**src/rtl/tvz_pkg.sv**
```systemverilog
// Shared types and constants for the typed varint / zigzag encoder.
package tvz_pkg;

  localparam int unsigned ValueW    = 64;
  localparam int unsigned CntW      = 4;
  localparam int unsigned MaxBytes  = 10;
  localparam int unsigned GroupBits = 7;
  localparam int unsigned SignShift = 63;

  localparam logic [7:0] CONT_BIT = 8'h80;

  localparam logic [3:0] TYPE_INT8   = 4'd0;
  localparam logic [3:0] TYPE_UINT64 = 4'd7;
  localparam logic [3:0] TYPE_FLOAT  = 4'd8;
  localparam logic [3:0] TYPE_DOUBLE = 4'd9;

  localparam logic [CntW-1:0] FLOAT_BYTES  = 4'd4;
  localparam logic [CntW-1:0] DOUBLE_BYTES = 4'd8;

  typedef struct packed {
    logic [ValueW-1:0] word;
    logic [CntW-1:0]   cnt;
    logic              varint;
  } tvz_item_t;

endpackage

```
**src/rtl/tvz_prep.sv**
```systemverilog
// Stage 1: type decode, width masking, sign extension and zigzag mapping.
module tvz_prep import tvz_pkg::*; (
  input  logic              clk,
  input  logic              rst_n,
  input  logic              s_valid,
  output logic              s_ready,
  input  logic [63:0]       s_value,
  input  logic [3:0]        s_type,
  input  logic              s_enc,
  output logic              m_valid,
  input  logic              m_ready,
  output tvz_item_t         m_item
);

  logic            valid_r, valid_nxt;
  tvz_item_t       item_r, item_nxt;
  logic            keep;
  logic [1:0]      wcode;
  logic [63:0]     mask;
  logic [63:0]     masked;
  logic [63:0]     sext;
  logic [63:0]     zz;

  assign s_ready = !valid_r || m_ready;
  assign m_valid = valid_r;
  assign m_item  = item_r;

  always_comb begin
    wcode = s_type[1:0];
    case (wcode)
      2'd0: begin
        mask = 64'h0000_0000_0000_00FF;
        sext = {{56{s_value[7]}}, s_value[7:0]};
      end
      2'd1: begin
        mask = 64'h0000_0000_0000_FFFF;
        sext = {{48{s_value[15]}}, s_value[15:0]};
      end
      2'd2: begin
        mask = 64'h0000_0000_FFFF_FFFF;
        sext = {{32{s_value[31]}}, s_value[31:0]};
      end
      default: begin
        mask = '1;
        sext = s_value;
      end
    endcase
    masked = s_value & mask;
    zz     = {sext[SignShift-1:0], 1'b0} ^ {ValueW{sext[SignShift]}};

    keep            = 1'b1;
    item_nxt.word   = masked;
    item_nxt.cnt    = CntW'(1) << wcode;
    item_nxt.varint = 1'b0;
    case (s_type) inside
      [TYPE_INT8:TYPE_UINT64]: begin
        if (s_enc && (wcode != 2'd0)) begin
          item_nxt.varint = 1'b1;
          item_nxt.word   = s_type[2] ? masked : zz;
        end
      end
      TYPE_FLOAT: begin
        item_nxt.word = {32'd0, s_value[31:0]};
        item_nxt.cnt  = FLOAT_BYTES;
      end
      TYPE_DOUBLE: begin
        item_nxt.word = s_value;
        item_nxt.cnt  = DOUBLE_BYTES;
      end
      default: keep = 1'b0;
    endcase
  end

  always_comb begin
    valid_nxt = valid_r;
    if (s_ready) valid_nxt = s_valid && keep;
  end

  always_ff @(posedge clk) begin
    if (!rst_n) begin
      valid_r <= 1'b0;
    end else begin
      valid_r <= valid_nxt;
    end
  end

  always_ff @(posedge clk) begin
    if (s_ready && s_valid) item_r <= item_nxt;
  end

endmodule

```
**src/rtl/tvz_size.sv**
```systemverilog
// Stage 2: byte count of the encoded value.
module tvz_size import tvz_pkg::*; (
  input  logic      clk,
  input  logic      rst_n,
  input  logic      s_valid,
  output logic      s_ready,
  input  tvz_item_t s_item,
  output logic      m_valid,
  input  logic      m_ready,
  output tvz_item_t m_item
);

  logic            valid_r, valid_nxt;
  tvz_item_t       item_r, item_nxt;
  logic [CntW-1:0] groups;

  assign s_ready = !valid_r || m_ready;
  assign m_valid = valid_r;
  assign m_item  = item_r;

  // highest non-empty 7-bit group sets the varint length
  always_comb begin
    groups = CntW'(1);
    for (int i = 1; i < MaxBytes; i++) begin
      if (|(s_item.word >> (GroupBits * i))) groups = CntW'(i + 1);
    end
    item_nxt     = s_item;
    item_nxt.cnt = s_item.varint ? groups : s_item.cnt;
  end

  always_comb begin
    valid_nxt = valid_r;
    if (s_ready) valid_nxt = s_valid;
  end

  always_ff @(posedge clk) begin
    if (!rst_n) begin
      valid_r <= 1'b0;
    end else begin
      valid_r <= valid_nxt;
    end
  end

  always_ff @(posedge clk) begin
    if (s_ready && s_valid) item_r <= item_nxt;
  end

endmodule

```
**src/rtl/tvz_ser.sv**
```systemverilog
// Stage 3: byte serializer with registered output beat.
module tvz_ser import tvz_pkg::*; (
  input  logic       clk,
  input  logic       rst_n,
  input  logic       s_valid,
  output logic       s_ready,
  input  tvz_item_t  s_item,
  output logic       m_valid,
  input  logic       m_ready,
  output logic [7:0] m_byte,
  output logic       m_last
);

  logic              busy_r, busy_nxt;
  logic [ValueW-1:0] word_r, word_nxt;
  logic [CntW-1:0]   rem_r, rem_nxt;
  logic              varint_r, varint_nxt;
  logic              done;
  logic              load;

  assign m_valid = busy_r;
  assign m_last  = (rem_r == CntW'(1));
  assign m_byte  = varint_r ? ({1'b0, word_r[GroupBits-1:0]} | (m_last ? 8'h00 : CONT_BIT))
                            : word_r[7:0];

  assign done    = busy_r && m_ready && m_last;
  assign s_ready = !busy_r || done;
  assign load    = s_ready && s_valid;

  always_comb begin
    busy_nxt   = busy_r;
    word_nxt   = word_r;
    rem_nxt    = rem_r;
    varint_nxt = varint_r;
    if (load) begin
      busy_nxt   = 1'b1;
      word_nxt   = s_item.word;
      rem_nxt    = s_item.cnt;
      varint_nxt = s_item.varint;
    end else if (done) begin
      busy_nxt = 1'b0;
    end else if (busy_r && m_ready) begin
      word_nxt = varint_r ? (word_r >> GroupBits) : (word_r >> 8);
      rem_nxt  = rem_r - CntW'(1);
    end
  end

  always_ff @(posedge clk) begin
    if (!rst_n) begin
      busy_r <= 1'b0;
    end else begin
      busy_r <= busy_nxt;
    end
  end

  always_ff @(posedge clk) begin
    word_r   <= word_nxt;
    rem_r    <= rem_nxt;
    varint_r <= varint_nxt;
  end

endmodule

```
**src/rtl/typed_varint_zigzag_encoder.sv**
```systemverilog
// Top level of the typed varint / zigzag encoder.
//   channel  dir  tdata             tuser                      tlast
//   in_      in   value[63:0]       value_type[3:0],use_varint -
//   out_     out  out_byte[7:0]     -                          last_byte
// Three register stages: decode/zigzag, byte count, serializer.
// An item of 1 to 10 bytes passes the decode, count and serializer registers;
// the serializer then sends one byte per cycle while out_tready is high.
// Type codes 10 to 15 are dropped in the first stage and give no beat.
// Synchronous active-low reset clears all valid bits; stalls hold every stage.
module typed_varint_zigzag_encoder import tvz_pkg::*; (
  input  logic        clk,
  input  logic        rst_n,
  input  logic        in_tvalid,
  output logic        in_tready,
  input  logic [63:0] in_tdata,   // value[63:0]
  input  logic [4:0]  in_tuser,   // value_type[3:0], use_varint[4]
  output logic        out_tvalid,
  input  logic        out_tready,
  output logic [7:0]  out_tdata,  // out_byte[7:0]
  output logic        out_tlast
);

  logic      s1_valid, s1_ready;
  tvz_item_t s1_item;
  logic      s2_valid, s2_ready;
  tvz_item_t s2_item;

  tvz_prep u_prep (
    .clk     (clk),
    .rst_n   (rst_n),
    .s_valid (in_tvalid),
    .s_ready (in_tready),
    .s_value (in_tdata),
    .s_type  (in_tuser[3:0]),
    .s_enc   (in_tuser[4]),
    .m_valid (s1_valid),
    .m_ready (s1_ready),
    .m_item  (s1_item)
  );

  tvz_size u_size (
    .clk     (clk),
    .rst_n   (rst_n),
    .s_valid (s1_valid),
    .s_ready (s1_ready),
    .s_item  (s1_item),
    .m_valid (s2_valid),
    .m_ready (s2_ready),
    .m_item  (s2_item)
  );

  tvz_ser u_ser (
    .clk     (clk),
    .rst_n   (rst_n),
    .s_valid (s2_valid),
    .s_ready (s2_ready),
    .s_item  (s2_item),
    .m_valid (out_tvalid),
    .m_ready (out_tready),
    .m_byte  (out_tdata),
    .m_last  (out_tlast)
  );

`ifndef SYNTH
  a_cnt_range: assert property (@(posedge clk) disable iff (!rst_n)
    s2_valid |-> (s2_item.cnt != '0) && (s2_item.cnt <= CntW'(MaxBytes)))
    else $error("byte count out of range");

  a_s2_hold: assert property (@(posedge clk) disable iff (!rst_n)
    s2_valid && !s2_ready |=> s2_valid && $stable(s2_item))
    else $error("stage 2 item changed under stall");

  a_no_gap: assert property (@(posedge clk) disable iff (!rst_n)
    out_tvalid && out_tready && !out_tlast |=> out_tvalid)
    else $error("gap inside a value");

  a_reset_idle: assert property (@(posedge clk)
    !rst_n |=> !out_tvalid && !s1_valid && !s2_valid)
    else $error("valid set after reset");
`endif

endmodule
```
**config.mk**
```make
export PLATFORM = sky130hd
export DESIGN_NAME = typed_varint_zigzag_encoder
export DESIGN_NICKNAME = d
export VERILOG_FILES = /design/src/rtl/tvz_pkg.sv /design/src/rtl/tvz_prep.sv /design/src/rtl/tvz_size.sv /design/src/rtl/tvz_ser.sv /design/src/rtl/typed_varint_zigzag_encoder.sv
export SDC_FILE = /design/constraint.sdc
export NUM_CORES = 1
export LEC_CHECK = 0
export BUFFER_PORTS_ARGS = -buffer_cell sky130_fd_sc_hd__buf_2
export CORE_ASPECT_RATIO = 0.5
export CORE_MARGIN = 2
export CORE_UTILIZATION = 56
export CTS_CLUSTER_DIAMETER = 150
export CTS_CLUSTER_SIZE = 10
export DETAILED_ROUTE_END_ITERATION = 8
export PLACE_DENSITY_LB_ADDON = 0.12
export SYNTH_ARGS = -nofsm -noshare
export SYNTH_HDL_FRONTEND = slang
export SYNTH_SLANG_ARGS = --single-unit
```
**constraint.sdc**
```tcl
create_clock -name clk -period 6 [get_ports clk]
set_clock_uncertainty 0.15 [all_clocks]
set_input_delay 0.9 -clock clk [delete_from_list [all_inputs] [get_ports clk]]
set_output_delay 0.9 -clock clk [all_outputs]
set_load 0.005 [all_outputs]
```
=== Yosys cells after proc, flatten, opt, wreduce, memory -nomap -nowiden ===
Index checks and enable logic that the tools add are counted.

* Output and inout bits: 11
* Flip-flop bits (word level): 210
* Bits of input ports: 73

* Shifts and indexed selects: 1
* $add $sub $neg: 1
* Reductions and logical operators: 27
* $lt $le $gt $ge: 2
* Multiplexer cells: 35
* Bitwise gates (word level): 3
* Eq/ne operators: 6

{| class="wikitable"
|+ Operators with widths
! kind !! number
|-
| $mux 64 || 8
|-
| $pmux 64 s3 || 2
|-
| $and 64x64->64 || 1
|-
| $xor 64x64->64 || 1
|-
| $mux 4 || 15
|-
| $mux 57 || 1
|-
| $reduce_or 57->1 || 1
|-
| $reduce_or 50->1 || 1
|-
| $reduce_or 43->1 || 1
|-
| $reduce_or 36->1 || 1
|-
| $reduce_or 29->1 || 1
|-
| $reduce_or 22->1 || 1
|-
| $mux 8 || 2
|-
| $reduce_or 15->1 || 1
|-
| $eq 4x4->1 const B || 2
|-
| $logic_and 1x1->1 || 8
|-
| $or 7x8->8 || 1
|-
| $reduce_or 8->1 || 1
|-
| $mux 1 || 6
|-
| $reduce_bool 2->1 || 3
|-
| $eq 4x1->1 const B || 1
|-
| $ge 4x1->1 const B || 1
|-
| $le 4x3->1 const B || 1
|-
| $shl 1x2->4 const A || 1
|-
| 9 further kinds || 13
|}

=== Depth between registers and ports, before layout ===
Gate-level depths: netlist of the first run.

* Depth after elaboration: 11
* Mapped depth: 9
* Depth with buffers taken out: 7

=== Modules after synthesis ===
From an unflattened synthesis of the first run, not the netlist that was laid out.

* Cells, all modules: 702
* Area, all modules: 10,525.1 µm²

{| class="wikitable"
|+ Modules (own cells, without submodules)
! module !! cells each !! area an instance (µm²) !! instances
|-
| tvz_prep || 352 || 4,145.2 || 1
|-
| tvz_ser || 236 || 3,960.0 || 1
|-
| tvz_size || 114 || 2,419.8 || 1
|}

=== Least setup slack after synthesis of the first run ===
Ideal clock, no wire load.

* Path kind: in2reg
* Start point: input out_tready
* End point: register u_size.item_r (netlist bit u_size.m_item[0]), enable pin
* Path buffers: 0
* Setup slack: 1.010 ns
* Arrival time: 4.335 ns
* Data required time: 5.345 ns
* Stages: 3
* Cells stage by stage: and4bb_2 > nor2_1 > nor2b_1

* Word-level cells in the longest chain between the ends: 5

{| class="wikitable"
|+ Ends and longest elaborated chain
! item !! line !! source
|-
| start, declared || typed_varint_zigzag_encoder.sv:18 || <nowiki>input logic out_tready,</nowiki>
|-
| $logic_and 1x1->1 (2 in series) || tvz_ser.sv:26 || <nowiki>assign done = busy_r && m_ready && m_last;</nowiki>
|-
| $logic_or 1x1->1 || tvz_ser.sv:27 || <nowiki>assign s_ready = !busy_r || done;</nowiki>
|-
| $logic_or 1x1->1 || tvz_size.sv:17 || <nowiki>assign s_ready = !valid_r || m_ready;</nowiki>
|-
| $logic_and 1x1->1 || tvz_size.sv:45 || <nowiki>if (s_ready && s_valid) item_r <= item_nxt;</nowiki>
|-
| end signal, assigned || tvz_size.sv:45 ||
|-
| end, declared || tvz_size.sv:14 || <nowiki>tvz_item_t item_r, item_nxt;</nowiki>
|}

No other way between the ends.
A chain may end at the register's enable or synchronous reset.

==> impl_metrics.toml, run 1 <==
[yosys]
synth_top_cell_by_area = "sky130_fd_sc_hd__edfxtp_1"
synthDominantCellAreaShare = 0.664
syn_nets = 744
synth_cell_types = 46
synth.avg_cell_area_sq_um = 14.0
synth.yosys.warnings = 0
synth-seq-cells = 210
synth_ff_type = "sky130_fd_sc_hd__edfxtp_1"
ys_seq_area_frac = 0.671
synthArstFlopShare = 0
synth_area_sq_um = 9360
ys_top_cells_by_area = "sky130_fd_sc_hd__edfxtp_1 66%, sky130_fd_sc_hd__mux2i_1 6.0%, sky130_fd_sc_hd__xnor2_1 5.2%, sky130_fd_sc_hd__o21ai_0 3.2%, sky130_fd_sc_hd__o2bb2ai_1 2.9%"
syn-instance-count = 669
synth-edff-count = 207

[power]
power_frac_comb = 0.077
peakVddDrop_mv = 0.190
power.switching_mw = 0.692
leakage_nw = 3.67
cell_internal_pwr_mw = 2.57
pwr-share-clk = 0.386
seq_power_share = 0.537
power.density_cell_area_nw_per_um2 = 310
power_switching_share = 0.212

[critical_path]
cp_max_fo = 31
critical_path_arrival_ns = 3.40
timing_worst_setup_path_type = "input port to flop"
endpoint_kind = "flop"
cp-start-kind = "input port"
cp.required_ns = 6.17

[sta]
hold_viol_final = 0
grt_setup_unrepaired = "no"
clock.fmax_mhz = 309
setup_viol_count_final = 0
slew-limit-headroom = 0.179
slew_violations = 0
hold_ws_ns = 0.269
min_period_ns = 3.23
final_cycle_utilization_of_the_critical_path = 0.539
setup_total_negative_slack_ns = 0
worst_pin_slew_ns = 1.21

[place]
dp_hpwl_microns = 11200
port_buffers = 83
gpl.final_weighted_congestion = 0.785

[global_route]
grt_max_degree = 70
vias_in_the_first_global_route = 5155
track_usage = 0.196
grt_pass1_wl_microns = 27100
overflow = 0
grt_antenna_before_repair = 0

[floorplanning]
die_width_microns = 187
fp.dieH_microns = 95.4
core-area_sq_um = 16400
initial_core_util = 0.572
dieArea_sq_um = 17800
rows = 33
design.portCount = 84

[clock_tree]
cts_repair_resize_count = 0
cts_buffers = 24
cts.hold.buffers_added = 0
post_cts_repair_timing_setup_buffer_count = 0
clock_sinks = 210
worst_skew_pair.late_latency_ns = 0.50
cts-htree-levels = 1
cts.root.buffer_cell = "sky130_fd_sc_hd__clkbuf_16"
clock_tree_from_tritoncts = "built"
clock_path_buffers = 3
clock_edge_transition_at_the_registers_on_the_reported_setup_and_hold_paths_ns = 0.06

[final_layout]
fin_util = 0.645
insertedDiodeCount = 0
final_layout_size_suffix_gt1_frac = 0.173
design.final.nets = 813
area_growth_synth_to_finish_pct = 12.7

[route]
routed-via-count = 5332
route.detailed.wl_per_inst_microns = 17.5
drt_wl_total_microns = 17000
drt-initial-drc-count = 391
route.detailed.vias_per_inst = 5.48
drt_pass1_iterations = 5
antenna_violating_nets_post_route = 0
drc_errors = 0

[run_status]
outcome = "complete, no violations"

[flow_run]
cap_violations = 0

[hold_path]
min-delay-path-class = "flop to flop"
-- per-layer routing --
layer | vias to the layer above | track usage | routed length [microns]
met2 | 118 | 0.317 | 7650
met3 | 25 | 0.0346 | 904
met1 | 2542 | 0.282 | 8210
met4 | 0 | 0.0463 | 258
li1 | 2647 | - | -
met5 | - | 0 | 0
-- logic make-up (layout without fill, tap and decap cells) --
group / after synthesis / in the layout / synth area share
buf+inv: 53 / 130 / 0.0273
xor+xnor: 64 / 64 / 0.0599
compound gates: 143 / 143 / 0.102
flops: 210 / 210 / 0.671
fa+ha+maj: 2 / 2 / 0.00267
mux: 59 / 59 / 0.0650
simple gates: 138 / 138 / 0.0719
-- through the flow --
| stage | cells | setup slack, ns | power (mW) | area, sq um |
|---|---|---|---|---|
| floorplan | 669 | 1.01 | 1.95 | 9360 |
| global placement | 939 | 2.42 | 2.03 | 9890 |
| detailed placement | 939 | 2.22 | 2.04 | 9890 |
| CTS | 973 | 2.74 | 3.29 | 10500 |
| global route | 973 | 2.46 | 3.39 | 10500 |
| finish | 973 | 2.77 | 3.26 | 10500 |
-- sequential cells by signal, indices dropped and copies added, names as in the netlist --
signal / cells
u_ser.varint_r: 1
u_ser.m_valid: 1
u_ser.rem_r: 4
u_prep.m_item: 69
u_ser.word_r: 64
u_prep.m_valid: 1
u_size.m_item: 69
u_size.m_valid: 1
-- layout by cell type (no fill, tap or decap), drive strengths merged, types with 2 or more instances in the layout --
cell	instances
xnor2	56
mux2i	57
dfxtp	3
o22ai	2
nor2b	5
nand2b	3
and2	10
edfxtp	207
xor2	8
o21ai	63
a21oi	15
a22o	23
nand4	2
o21a	4
o2bb2ai	31
nand2	69
ha	2
nor2	18
clkbuf	34
buf	89
nor3	10
inv	7
nor3b	2
or4	4
nand3	2
nor4	8
-- synth_stat cells (2+ instances only) --
| cell | n |
|---|---|
| sky130_fd_sc_hd__a21oi_1 | 15 |
| sky130_fd_sc_hd__nor4_1 | 8 |
| sky130_fd_sc_hd__xnor2_1 | 56 |
| sky130_fd_sc_hd__ha_1 | 2 |
| sky130_fd_sc_hd__buf_1 | 2 |
| sky130_fd_sc_hd__nand4_1 | 2 |
| sky130_fd_sc_hd__buf_2 | 12 |
| sky130_fd_sc_hd__and2_1 | 10 |
| sky130_fd_sc_hd__o22ai_1 | 2 |
| sky130_fd_sc_hd__xor2_1 | 8 |
| sky130_fd_sc_hd__mux2i_1 | 56 |
| sky130_fd_sc_hd__buf_4 | 9 |
| sky130_fd_sc_hd__nand2_1 | 69 |
| sky130_fd_sc_hd__inv_1 | 7 |
| sky130_fd_sc_hd__dfxtp_1 | 3 |
| sky130_fd_sc_hd__o2bb2ai_1 | 31 |
| sky130_fd_sc_hd__nor3_1 | 9 |
| sky130_fd_sc_hd__o21a_1 | 4 |
| sky130_fd_sc_hd__o21ai_1 | 2 |
| sky130_fd_sc_hd__nor2b_1 | 5 |
| sky130_fd_sc_hd__nand2b_1 | 3 |
| sky130_fd_sc_hd__nor2_1 | 18 |
| sky130_fd_sc_hd__o21ai_0 | 60 |
| sky130_fd_sc_hd__edfxtp_1 | 207 |
| sky130_fd_sc_hd__a22o_1 | 23 |
| sky130_fd_sc_hd__nor3b_1 | 2 |
| sky130_fd_sc_hd__or4_1 | 2 |
| sky130_fd_sc_hd__nand3_1 | 2 |
| sky130_fd_sc_hd__or4_4 | 2 |
| sky130_fd_sc_hd__clkbuf_1 | 22 |
-- worst paths after layout --
check	from	end	slack [ns]	cells after the start
worst max register to register	u_ser.rem_r[1]$_DFFE_PP_	u_ser.word_r[26]$_DFFE_PP_	3.03	7
worst min-delay path	u_prep.m_item[9]$_DFFE_PP_	u_size.m_item[9]$_DFFE_PP_	0.27	0
worst max-delay path	in_tuser[3]	u_prep.m_item[39]$_DFFE_PP_	2.77	5
worst min register to register	u_prep.m_item[9]$_DFFE_PP_	u_size.m_item[9]$_DFFE_PP_	0.27	0
-- power groups by stage --
stage	logic [mW]	registers, mW	clock network [mW]
4_1_cts	0.254	1.75	1.29
2_1_floorplan	0.178	1.77	0
5_1_grt	0.280	1.76	1.35
3_3_place_gp	0.248	1.78	0
6_report	0.251	1.75	1.26
3_5_place_dp	0.254	1.78	0
-- critical path, stage by stage --
cell                        delay (ns)
sky130_fd_sc_hd__buf_2            0.12
sky130_fd_sc_hd__nand2b_1         0.21
sky130_fd_sc_hd__nor3_2           0.83
sky130_fd_sc_hd__nand2_1          0.92
sky130_fd_sc_hd__o2bb2ai_1        0.40
-- final cells by class --
| class | count | area (sq um) |
|---|---|---|
| Sequential cell | 210 | 6280 |
| Fill cell | 1221 | 5800 |
| Multi-Input combinational cell | 406 | 2840 |
| Clock buffer | 34 | 659 |
| Timing Repair Buffer | 89 | 460 |
| Tap cell | 227 | 284 |
| Inverter | 7 | 26.3 |
No activity file was read; power rests on OpenSTA's default activity.
==> inputs of run 2 (changes only) <==
--- a/config.mk
+++ b/config.mk
@@ -5,6 +5,7 @@
 export SDC_FILE = /design/constraint.sdc
 export NUM_CORES = 1
 export LEC_CHECK = 0
+export ABC_AREA = 1
 export BUFFER_PORTS_ARGS = -buffer_cell sky130_fd_sc_hd__buf_2
 export CORE_ASPECT_RATIO = 0.5
 export CORE_MARGIN = 2
==> constraint.sdc (replaced) <==
create_clock -name clk -period 3.1 [get_ports clk]
set_clock_uncertainty 0.15 [all_clocks]
set_input_delay 0.465 -clock clk [delete_from_list [all_inputs] [get_ports clk]]
set_output_delay 0.465 -clock clk [all_outputs]
set_load 0.005 [all_outputs]
==> run 2 against run 1 <==
- cell count increased by 41%
- synthesized cell count rose by 57%
- via count is 41% higher
- sequential power rose by 93%
- register-to-register slack got worse by 2.4 ns
- critical path type is now flop to output pin
==> impl_metrics.toml, run 2 <==
[critical_path]
critical_path_arrival_ns = 1.92
cpLargestDelayFamily = "flip-flops"
timing_worst_setup_path_type = "flop to output pin"
endpoint_kind = "output pin"
cp_max_fo = 3
master_of_the_slowest_instance_on_the_critical_path = "sky130_fd_sc_hd__edfxtp_1"
max_stage_delay_ns = 0.39
cp-start-kind = "flop"
cp_num_buf_inv = 3
cp.required_ns = 2.48
path_cells = "inv_1, ha_1, nand2_1, nor2_1, inv_1, o21ai_2, nor2_1, nand2_1, buf_2"

[place]
dp_hpwl_microns = 16300
pre_cts_ws_ns = 0.585
gpl.final_weighted_congestion = 0.888
dpl-instance-area_sq_um = 11100
port_buffers = 83

[final_layout]
sequential_cell_area_sq_um = 6280
layout_filler_cell_count = 1449
layout_commonest_cell = "sky130_fd_sc_hd__nand2_1"
multiInputGateArea_sq_um = 3470
final_layout_size_suffix_gt1_frac = 0.157
area_growth_synth_to_finish_pct = 12.5
fin_util = 0.640
design.final.nets = 1194
stdcell_area_sq_um = 11700
layout.cells.most_common_list = "255 x sky130_fd_sc_hd__nand2_1, 207 x sky130_fd_sc_hd__edfxtp_1, 102 x sky130_fd_sc_hd__nor2_1"
insertedDiodeCount = 0

[floorplanning]
rows = 35
dieArea_sq_um = 19800
design.portCount = 84
fp.dieH_microns = 100
die_width_microns = 197
core-area_sq_um = 18300
initial_core_util = 0.569

[yosys]
synth.avg_cell_area_sq_um = 9.92
synth_cell_types = 40
synth_top_cell_by_area = "sky130_fd_sc_hd__edfxtp_1"
synth-seq-cells = 210
synthArstFlopShare = 0
synth_ff_type = "sky130_fd_sc_hd__edfxtp_1"
synth-edff-count = 207
synth_area_sq_um = 10400
syn_nets = 1124
ys_seq_area_frac = 0.603
syn-instance-count = 1049
synth.yosys.warnings = 0
synth_commonest_cells = "256 x sky130_fd_sc_hd__nand2_1, 207 x sky130_fd_sc_hd__edfxtp_1, 103 x sky130_fd_sc_hd__nor2_1, 98 x sky130_fd_sc_hd__o21ai_0, 96 x sky130_fd_sc_hd__inv_1"
yosysMostFrequentCell = "sky130_fd_sc_hd__nand2_1"
ys_top_cells_by_area = "sky130_fd_sc_hd__edfxtp_1 60%, sky130_fd_sc_hd__nand2_1 9.2%, sky130_fd_sc_hd__o21ai_0 4.7%, sky130_fd_sc_hd__nor2_1 3.7%, sky130_fd_sc_hd__xnor2_1 3.7%"
synthDominantCellAreaShare = 0.597

[clock_tree]
cts.hold.buffers_added = 0
clock_path_buffers = 3
cts_repair_resize_count = 0
clock_edge_transition_at_the_registers_on_the_reported_setup_and_hold_paths_ns = 0.06
cts_buffers = 24
cts.root.buffer_cell = "sky130_fd_sc_hd__clkbuf_16"
cts-htree-levels = 1
worst_skew_pair.late_latency_ns = 0.51
clock_sinks = 210
clock_tree_from_tritoncts = "built"
post_cts_repair_timing_setup_buffer_count = 0

[power]
peakVddDrop_mv = 0.318
power.density_cell_area_nw_per_um2 = 551
totalPowerFinal_mw = 6.46
leakage_nw = 4.42

[route]
routed-via-count = 7521
drt-initial-drc-count = 591
route.detailed.wl_per_inst_microns = 16.6
route.detailed.vias_per_inst = 5.50
drt_pass1_iterations = 5
antenna_violating_nets_post_route = 0
drc_errors = 0
drt_wl_total_microns = 22700

[sta]
hold_viol_final = 0
final_cycle_utilization_of_the_critical_path = 0.817
setup_viol_count_final = 0
worst_pin_slew_ns = 0.795
slew-limit-headroom = 0.469
grt_setup_unrepaired = "no"
min_period_ns = 2.53
clock.fmax_mhz = 395
setup_total_negative_slack_ns = 0
slew_violations = 0
postLayoutSetupSlackWorst_ns = 0.566

[global_route]
grt_antenna_before_repair = 0
overflow = 0
vias_in_the_first_global_route = 6892
track_usage = 0.237
grt_max_degree = 72
grt_pass1_wl_microns = 35700

[run_status]
outcome = "complete, no violations"

[flow_run]
cap_violations = 0

[hold_path]
min-delay-path-class = "input port to flop"
## run 2: cell families (layout without fill, tap and decap cells)
kind of cell,after synthesis,in the layout,synth area share
fa+ha+maj,2,2,0.00240
xor+xnor,48,48,0.0404
simple gates,420,420,0.167
buf+inv,162,241,0.0648
flops,210,210,0.603
compound gates,207,207,0.122
## run 2: layout make-up
class                   instances  share of cell area
clock buffers                  35              0.0566
inverters                     104              0.0340
multi-input cells             677               0.296
flip-flops and latches        210               0.536
well taps                     240              0.0256
repair buffers                102              0.0519
## run 2: layer usage
metal / up-vias / track usage / share of wire
met5: - / 0 / 0
met4: 0 / 0.0457 / 0.017
met3: 37 / 0.0517 / 0.079
met2: 234 / 0.373 / 0.45
met1: 3528 / 0.344 / 0.46
li1: 3722 / - / -
## run 2: final timing paths
path	startpoint	to	slack, ns	depth (start not counted)
worst max-delay path	u_ser.rem_r[1]$_DFFE_PP_	in_tready	0.57	9
worst min register to register	u_prep.m_item[8]$_DFFE_PP_	u_size.m_item[8]$_DFFE_PP_	0.27	0
worst max register to register	u_ser.rem_r[1]$_DFFE_PP_	u_prep.m_item[63]$_DFFE_PP_	0.62	11
worst min-delay path	in_tvalid	u_prep.m_valid$_SDFFE_PN0N_	0.08	3
## run 2: power by group
| group | internal [mW] | switching (mW) |
|---|---|---|
| combinational | 0.217 | 0.381 |
| sequential | 3.30 | 0.0816 |
| clock | 1.45 | 1.02 |
| total | 4.97 | 1.48 |
## run 2: worst min-delay path: stages
cell,delay [ns]
sky130_fd_sc_hd__buf_2,0.11
sky130_fd_sc_hd__nand2_1,0.06
sky130_fd_sc_hd__a21oi_1,0.05
## run 2: stage by stage
step,hold WS [ns],instances
6_report,0.0777,1368
5_1_grt,0.0667,1368
4_1_cts,0.0621,1368
3_5_place_dp,0.256,1333
3_3_place_gp,0.262,1333
2_1_floorplan,0.250,1049
==> inputs of run 3 (changes only) <==
--- a/config.mk
+++ b/config.mk
@@ -5,11 +5,11 @@
 export SDC_FILE = /design/constraint.sdc
 export NUM_CORES = 1
 export LEC_CHECK = 0
-export ABC_AREA = 1
+export ABC_AREA = 0
 export BUFFER_PORTS_ARGS = -buffer_cell sky130_fd_sc_hd__buf_2
 export CORE_ASPECT_RATIO = 0.5
 export CORE_MARGIN = 2
-export CORE_UTILIZATION = 56
+export CORE_UTILIZATION = 54
 export CTS_CLUSTER_DIAMETER = 150
 export CTS_CLUSTER_SIZE = 10
 export DETAILED_ROUTE_END_ITERATION = 8
==> constraint.sdc (replaced) <==
create_clock -name clk -period 2.18 [get_ports clk]
set_clock_uncertainty 0.15 [all_clocks]
set_input_delay 0.327 -clock clk [delete_from_list [all_inputs] [get_ports clk]]
set_output_delay 0.327 -clock clk [all_outputs]
set_load 0.005 [all_outputs]
==> run 3 against run 2 <==
- critical path type is now flop to flop
- routed wire length fell by 22%
- global-route usage fell by 3.9 points
- flip-flop and latch count did not move
- clock-buffer cell count fell by 1
- cell area fell by 4.0%
- largest cell class unchanged
- clock power rose by 40%
- via count fell by 26%
- die area fell by 6.6%
- sequential share of layout area rose by 2.3 points
- register-to-register slack got worse by 0.62 ns
- combinational power rose by 34%
- cell count fell by 24%
- highest routed layer unchanged
==> impl_metrics.toml, run 3 (same netlist as run 1, synthesis figures left out) <==
[sta]
hold_viol_final = 0
worst_pin_slew_ns = 0.685
slew-limit-headroom = 0.540
clock.fmax_mhz = 459
setup_viol_count_final = 0
final_cycle_utilization_of_the_critical_path = 0.999
slew_violations = 0
min_period_ns = 2.18
grt_setup_unrepaired = "yes"

[clock_tree]
cts_buffers = 24
cts-htree-levels = 1
clock_edge_transition_at_the_registers_on_the_reported_setup_and_hold_paths_ns = 0.06
worst_skew_pair.late_latency_ns = 0.50
cts.root.buffer_cell = "sky130_fd_sc_hd__clkbuf_16"
clock_tree_from_tritoncts = "built"
clock_sinks = 210
clock_path_buffers = 3

[final_layout]
layout_commonest_cell = "sky130_fd_sc_hd__edfxtp_1"
insertedDiodeCount = 0
final_layout_size_suffix_gt1_frac = 0.207
layout.cells.most_common_list = "207 x sky130_fd_sc_hd__edfxtp_1, 83 x sky130_fd_sc_hd__buf_2, 68 x sky130_fd_sc_hd__nand2_1"
design.final.nets = 874
stdcell_area_sq_um = 11200
layout_filler_cell_count = 1216
area_growth_synth_to_finish_pct = 20.1
post_layout_nonfiller_instances = 1034

[power]
totalPowerFinal_mw = 9.10
leakage_nw = 4.01
power.density_cell_area_nw_per_um2 = 809
peakVddDrop_mv = 0.710

[route]
drc_errors = 0
drt-initial-drc-count = 380
drt_pass1_iterations = 5
routed-via-count = 5580
route.detailed.vias_per_inst = 5.40
antenna_violating_nets_post_route = 0
drt_wl_total_microns = 17800
route.detailed.wl_per_inst_microns = 17.2

[critical_path]
cp_max_fo = 2
endpoint_kind = "flop"
timing.reg2reg.setup_slack_ns = 0.001
cp.required_ns = 2.27
critical_path_arrival_ns = 2.27
cp-start-kind = "flop"
timing_worst_setup_path_type = "flop to flop"
launching_point_of_the_worst_reg2reg_path = "u_prep.m_item[42]$_DFFE_PP_"
startpoint = "u_prep.m_item[42]$_DFFE_PP_"

[global_route]
grt_max_degree = 68
grt_pass1_wl_microns = 28300
grt_antenna_before_repair = 0
track_usage = 0.197
overflow = 0
vias_in_the_first_global_route = 5423

[place]
port_buffers = 83
dpl-instance-area_sq_um = 10200
dpl.cell_count = 960
gpl.final_weighted_congestion = 0.814
dp_hpwl_microns = 12300

[floorplanning]
die_width_microns = 190
dieArea_sq_um = 18500
initial_core_util = 0.561
rows = 33
core-area_sq_um = 16700
design.portCount = 84
fp.dieH_microns = 97.1

[hold_path]
hold_path.startpoint = "in_tdata[10]"
min-delay-path-class = "input port to flop"

[flow_run]
cap_violations = 0

[run_status]
outcome = "complete, no violations"
==> run 3: cell count changes in the layout (fill, tap and decap cells not counted), moves of 23 or more <==
cell,change
sky130_fd_sc_hd__o2bb2ai_1,+30
sky130_fd_sc_hd__a22o_1,+23
sky130_fd_sc_hd__inv_1,-89
sky130_fd_sc_hd__mux2i_1,+56
sky130_fd_sc_hd__a31oi_1,-28
sky130_fd_sc_hd__nor2_1,-85
sky130_fd_sc_hd__o21ai_0,-38
sky130_fd_sc_hd__or2_2,-28
sky130_fd_sc_hd__dlygate4sd3_1,+29
sky130_fd_sc_hd__nand2_1,-187
sky130_fd_sc_hd__o311ai_1,-25
==> run 3: routing by layer <==
metal  vias to the layer above  global-route usage  part of all wire  wire, microns
li1                       2761                   -                 -              -
met1                      2665               0.294              0.49           8790
met2                       125               0.302              0.44           7750
met3                        29              0.0354             0.047            831
met4                         0              0.0501             0.022            390
met5                         -                   0                 0              0
==> run 3: worst max-delay path, cell delays in order (launching register included) <==
cell,delay [ns]
sky130_fd_sc_hd__edfxtp_1,0.38
sky130_fd_sc_hd__or4_4,0.54
sky130_fd_sc_hd__or4_4,0.47
sky130_fd_sc_hd__nor4b_4,0.28
sky130_fd_sc_hd__o22ai_1,0.11
==> run 3: metrics by stage <==
step                      setup WS [ns]  utilization  hold slack, ns  setup TNS [ns]
after floorplan                  -0.354            -           0.250          -24.46
after global placement           0.0287        0.611           0.251               0
after detailed placement        0.00259        0.611           0.255               0
after CTS                       0.00136        0.670        0.000144               0
after global routing            -0.0359        0.674         0.00376         -0.0620
final                           0.00124        0.674          0.0169               0
==> run 3: repair_timing <==
| item | 4_1_cts | 5_1_grt |
|---|---|---|
| gates resized for setup | 3 | 3 |
| hold endpoints to repair | 30 | 0 |
| buffers inserted | 4 | 7 |
| endpoints found under the setup margin | 2 | 4 |
| pin swaps | 2 | 2 |
| hold buffers | 29 | 0 |
| gates cloned | 0 | 0 |
==> run 3: path summary, 6_finish.rpt <==
kind,to,depth (start not counted)
max,u_size.m_item[3]$_DFFE_PP_,4
min,u_prep.m_item[15]$_DFFE_PP_,2
max reg2reg,u_size.m_item[3]$_DFFE_PP_,4
min reg2reg,u_ser.varint_r$_DFFE_PP_,0
==> run 3: layout make-up <==
| cell class | count | area, sq um | share of cell area |
|---|---|---|---|
| multi-input combinational | 406 | 2880 | 0.256 |
| tap | 227 | 284 | 0.0253 |
| inverter | 7 | 26.3 | 0.00234 |
| timing repair buffer | 150 | 1120 | 0.0993 |
| clock buffer | 34 | 659 | 0.0587 |
| sequential | 210 | 6280 | 0.558 |
==> run 3: power by group <==
part / internal, mW / leakage (nW) / total, mW / switching, mW
sequential: 4.72 / 2.00 / 4.82 / 0.0984
combinational: 0.376 / 1.68 / 0.804 / 0.428
clock: 2.06 / 0.319 / 3.47 / 1.41
total: 7.16 / 4.01 / 9.10 / 1.93
